## src/ptt_pkg.sv

```systemverilog
// ----------------------------------------------------------------------------
// ptt_pkg: shared types and constants for the peer trust table
// Operation and status codes, table geometry, controller/datapath links.
// ----------------------------------------------------------------------------
package ptt_pkg;
    localparam int MAX_ENTRIES = 8;
    localparam int SLOT_W      = 3;
    localparam int CNT_W       = 4;
    localparam int ROUTE_W     = 4;

    localparam logic [2:0] OP_ADD    = 3'd0;
    localparam logic [2:0] OP_FORGET = 3'd1;
    localparam logic [2:0] OP_FMAC   = 3'd2;
    localparam logic [2:0] OP_FKEY   = 3'd3;
    localparam logic [2:0] OP_READ   = 3'd4;

    localparam logic [1:0] ST_OK   = 2'd0;
    localparam logic [1:0] ST_MISS = 2'd1;
    localparam logic [1:0] ST_FULL = 2'd2;
    localparam logic [1:0] ST_DUP  = 2'd3;

    // controller -> datapath
    typedef struct packed {
        logic              load;      // capture the input word
        logic              scan_clr;  // reset scan pointer and flags
        logic              scan_step; // examine one slot
        logic              do_add;    // append the record
        logic              do_move;   // move last entry into hit slot
        logic              emit;      // drive result for one cycle
        logic [1:0]        status;
    } t_cmd;

    // datapath -> controller
    typedef struct packed {
        logic [2:0] op;
        logic       scan_done;
        logic       hit;
        logic       full;
        logic       read_ok;
    } t_stat;
endpackage

```

## src/ptt_ctrl.sv

```systemverilog
// ----------------------------------------------------------------------------
// ptt_ctrl: sequencer for load, scan, decide, write-back and report
// ----------------------------------------------------------------------------
module ptt_ctrl (
    input  logic           i_clk,
    input  logic           i_rst_n,
    input  logic           start,
    output logic           busy,
    input  ptt_pkg::t_stat i_stat,
    output ptt_pkg::t_cmd  o_cmd
);
    import ptt_pkg::*;

    typedef enum logic [1:0] {S_IDLE, S_CLR, S_SCAN, S_DONE} t_state;
    t_state r_state;

    always_comb begin
        o_cmd = '0;
        o_cmd.load     = start && r_state == S_IDLE;
        o_cmd.scan_clr = r_state == S_CLR;
        o_cmd.scan_step = r_state == S_SCAN;
        o_cmd.status = ST_MISS;
        if (r_state == S_DONE) begin
            o_cmd.emit = 1'b1;
            unique case (i_stat.op)
                OP_ADD: begin
                    if (i_stat.full) o_cmd.status = ST_FULL;
                    else if (i_stat.hit) o_cmd.status = ST_DUP;
                    else begin o_cmd.status = ST_OK; o_cmd.do_add = 1'b1; end
                end
                OP_FORGET: if (i_stat.hit) begin
                    o_cmd.status = ST_OK; o_cmd.do_move = 1'b1;
                end
                OP_FMAC, OP_FKEY: if (i_stat.hit) o_cmd.status = ST_OK;
                OP_READ: if (i_stat.read_ok) o_cmd.status = ST_OK;
                default: o_cmd.status = ST_MISS;
            endcase
        end
    end

    assign busy = r_state != S_IDLE;

    always_ff @(posedge i_clk) begin
        if (!i_rst_n) begin
            r_state <= S_IDLE;
        end else begin
            unique case (r_state)
                S_IDLE: if (start) r_state <= S_CLR;
                S_CLR:  r_state <= S_SCAN;
                S_SCAN: if (i_stat.scan_done) r_state <= S_DONE;
                S_DONE: r_state <= S_IDLE;
                default: r_state <= S_IDLE;
            endcase
        end
    end

`ifndef ASSERT_OFF
    a_emit_once: assert property (@(posedge i_clk) disable iff (!i_rst_n)
        o_cmd.emit |=> !o_cmd.emit) else $error("double emit");
    a_one_write: assert property (@(posedge i_clk) disable iff (!i_rst_n)
        !(o_cmd.do_add && o_cmd.do_move)) else $error("add and move together");
    a_start_clr: assert property (@(posedge i_clk) disable iff (!i_rst_n)
        (start && !busy) |=> o_cmd.scan_clr) else $error("no scan clear");
`endif
endmodule

```

## config.mk

```make
export PLATFORM = sky130hd
export DESIGN_NAME = ptt_ctrl
export DESIGN_NICKNAME = d
export VERILOG_FILES = /design/src/ptt_pkg.sv /design/src/ptt_ctrl.sv
export SDC_FILE = /design/constraint.sdc
export NUM_CORES = 1
export LEC_CHECK = 0
export BUFFER_PORTS_ARGS = -buffer_cell sky130_fd_sc_hd__buf_4
export CORE_AREA = 8 8 45 47
export DETAILED_ROUTE_END_ITERATION = 8
export DIE_AREA = 0 0 53 55
export SYNTH_ARGS = -nofsm -noshare
export SYNTH_HDL_FRONTEND = slang
export SYNTH_SLANG_ARGS = --single-unit
```

## constraint.sdc

```tcl
create_clock -name i_clk -period 1.6 [get_ports i_clk]
set_clock_uncertainty 0.15 [all_clocks]
set_input_delay 0.16 -clock i_clk [delete_from_list [all_inputs] [get_ports i_clk]]
set_output_delay 0.16 -clock i_clk [all_outputs]
set_load 0.01 [all_outputs]
```

==> reports/metrics.yaml <==
status:
  outcome: "complete, no violations"
placement:
  dp_hpwl_um: 584.6
  globalplace.congestion: 0.6539
  io_buffers: 18
  detailedPlace.worstSlack_ns: 0.07227
  post_place_cells: 64
  placement.cell_area_um2: 399.1
logic_synthesis:
  syn_nets: 45
  netlist.area_leader.share: 0.2564
  seq_area_frac_synth: 0.1641
  syn_area_um2: 244.0
  netlist_top_cells_area: "sky130_fd_sc_hd__ha_1 26%, sky130_fd_sc_hd__dfxtp_1 16%, sky130_fd_sc_hd__o21ai_0 6.2%"
  synth_seq_cells: 2
  synth_largest_area_cell: "sky130_fd_sc_hd__ha_1"
  ys_warns: 0
  synth_cell_types: 18
  synth.avg_cell_area_um2: 8.133
  synthCells: 30
critical_path:
  worstSetupEndpointType: "output port"
  crit_slowest_cell: "sky130_fd_sc_hd__dfxtp_4"
  timing.critical_path.buf_inv: 1
  path_cells: "ha_4 > o21ai_0 > a211o_1 > buf_4"
  crit_path_start_kind: "flop"
  crit-reg2reg-launch: "r_state[0]"
  worst-path-max-fanout: 3
  path_delay_family: "compound AO/OA/AOI/OAI gates"
  cp_data_required_time_ns: 1.29
  path_class: "flop to output port"
  reg2reg_to: "r_state[1]"
  worst_ep_arrival_time_ns: 1.22
  setup.reg_to_reg.worst_slack_ns: 0.09
  worst_path_largest_cell_delay_ns: 0.35
  ff2ff_path_depth: 5
layout:
  design.final.nets: 68
  max_flop_register: "r_state"
  fillers: 156
  largest_registers: "r_state: 2 flops"
  syn_to_final_growth_pct: 84.10
  largest_register_ffs: 2
  layout_cells_sized_above_1: 0.5686
  post_layout_nonfiller_instances: 67
  fin_area_um2: 449.2
  antenna-diode-count: 0
worst_hold_path:
  hold_path_class: "primary input to flop"
  hold_depth: 2
  hold_path.startpoint: "i_rst_n"
  whs_endpoint: "r_state[0]"
clock_network:
  clk_pin_slew_ns: 0.03
  clock-sinks: 2
  htree_levels: 1
  root_buffer: "sky130_fd_sc_hd__clkbuf_4"
  cts-buffers-inserted: 3
  hold_fix_buffers_at_cts: 0
  tritoncts: "built"
  postCtsSetupRepairBufs: 0
  worstSkewPairLatency_ns: 0.23
  clk_path_buf_depth: 2
timing:
  timing.final.crit_share: 0.9575
  final.min_clock_period_ns: 1.532
  achievable-frequency_ghz: 0.6528
  finalSetupTns_ns: 0
  report.final.setup_viol: 0
  grt_setup_unrepaired: "no"
  final_critical_path_setup_slack_ns: 0.06803
  fin_worst_hold_slack_ns: 0.03254
  pin_slew_with_the_least_headroom_to_its_limit_ns: 0.2178
  finalHoldViolCount: 0
  report.final.slew_viol_count: 0
  worst_slew_margin_rel: 0.8535
power:
  power.density_mw_per_mm2: 1369
  power.leakage_nw: 0.2245
  vdd.ir_drop.worst_v: 0.0005037
grt:
  antenna_found_initial: 0
  global_route_wire_length_before_repair_um: 1055
  grt_max_degree: 5
  gr-usage-all-layers: 0.04965
  grt_pass1_vias: 256
  global_route.overflow_total: 0
drt:
  drtAntennaViolNets: 0
  wirelength_um: 704
  drt_initial_violations: 2
  first_drt_pass_iteration_count: 2
  avgRoutedWirePerCell_um: 10.51
  remaining_drc_errors: 0
  routed-via-count: 284
  post_detailed_route_via_to_cell_ratio: 4.239
floorplanning:
  start_util: 0.1763
  chipWidth_um: 53
  fp.dieArea_mm2: 0.002915
  core_area_mm2: 0.001384
  fp.dieH_um: 55
  top_level_ports: 19
  rows: 14
flow_run:
  max-cap-violations: 0
## final cells by class
class	count	area (µm²)	area share
clock buffers	3	22.52	0.05014
repair buffers	18	135.1	0.3008
well taps	16	20.02	0.04457
multi-input cells	25	215.2	0.4791
inverters	3	11.26	0.02507
flip-flops and latches	2	45.04	0.1003
## worst max path at each step
stage          startpoint         end  depth (start not counted)
2_1_floorplan  r_state[0]  r_state[1]                          5
3_3_place_gp   r_state[0]  r_state[1]                          5
3_5_place_dp   r_state[0]  r_state[1]                          5
4_1_cts        r_state[0]    o_cmd[0]                          4
5_1_grt        r_state[0]  r_state[1]                          5
6_report       r_state[0]    o_cmd[0]                          4
## report_power, final
part | total (mW) | switching, mW | leakage, nW | internal [mW]
clock network | 0.114 | 0.0312 | 0.0138 | 0.0830
logic | 0.380 | 0.169 | 0.193 | 0.211
registers | 0.121 | 0.0339 | 0.0175 | 0.0873
## Yosys cell counts, drive strengths merged
master,n
a211o,1
a21boi,1
and2,1
and3,1
and3b,1
dfxtp,2
ha,5
inv,3
nand2,2
nand2b,1
nor2,3
nor2b,2
nor3,1
nor4,1
o21ai,3
o311a,1
or3b,1
## cells in the final DEF, fill, tap and decap left out, drive strengths merged, types with 2 or more instances in the layout
cell type and instances:
nor2 3, buf 18, ha 5, nand2 2, nor2b 2, o21ai 3
dfxtp 2, inv 3, clkbuf 3
## per-stage QoR
stage | power (mW) | util
final | 0.6151 | 0.3246
after global routing | 0.6777 | 0.3246
after floorplan | 0.3171 | -
after CTS | 0.5980 | 0.3074
after global placement | 0.4754 | 0.2884
after detailed placement | 0.4707 | 0.2884
## what timing repair did
item	CTS	global route
cloned	0	0
endpoints found under the setup margin	2	5
pin swaps	1	2
gates resized for setup	2	5
## worst register-to-register path, delay by kind of cell, from the launching register on
| family | cells | cell delay, ns |
|---|---|---|
| simple gates | 2 | 0.50 |
| compound gates | 1 | 0.12 |
| fa+ha+maj | 1 | 0.23 |
| flops | 1 | 0.35 |
| buf+inv | 1 | 0.08 |
## kinds of logic after synthesis
logic type,synth area share
buffers and inverters,0.04615
adders and majority gates,0.2564
AOI/OAI and AO/OA,0.1744
and+or+nand+nor,0.3590
DFF,0.1641
## routing by layer
metal / GRT usage / up-vias / wire [µm]
li1: - / 147 / -
met1: 0.04690 / 123 / 290
met2: 0.07617 / 12 / 327
met3: 0.03209 / 2 / 72
met4: 0.03879 / 0 / 14
met5: 0 / - / 0
(Power assumes the default switching activity.)
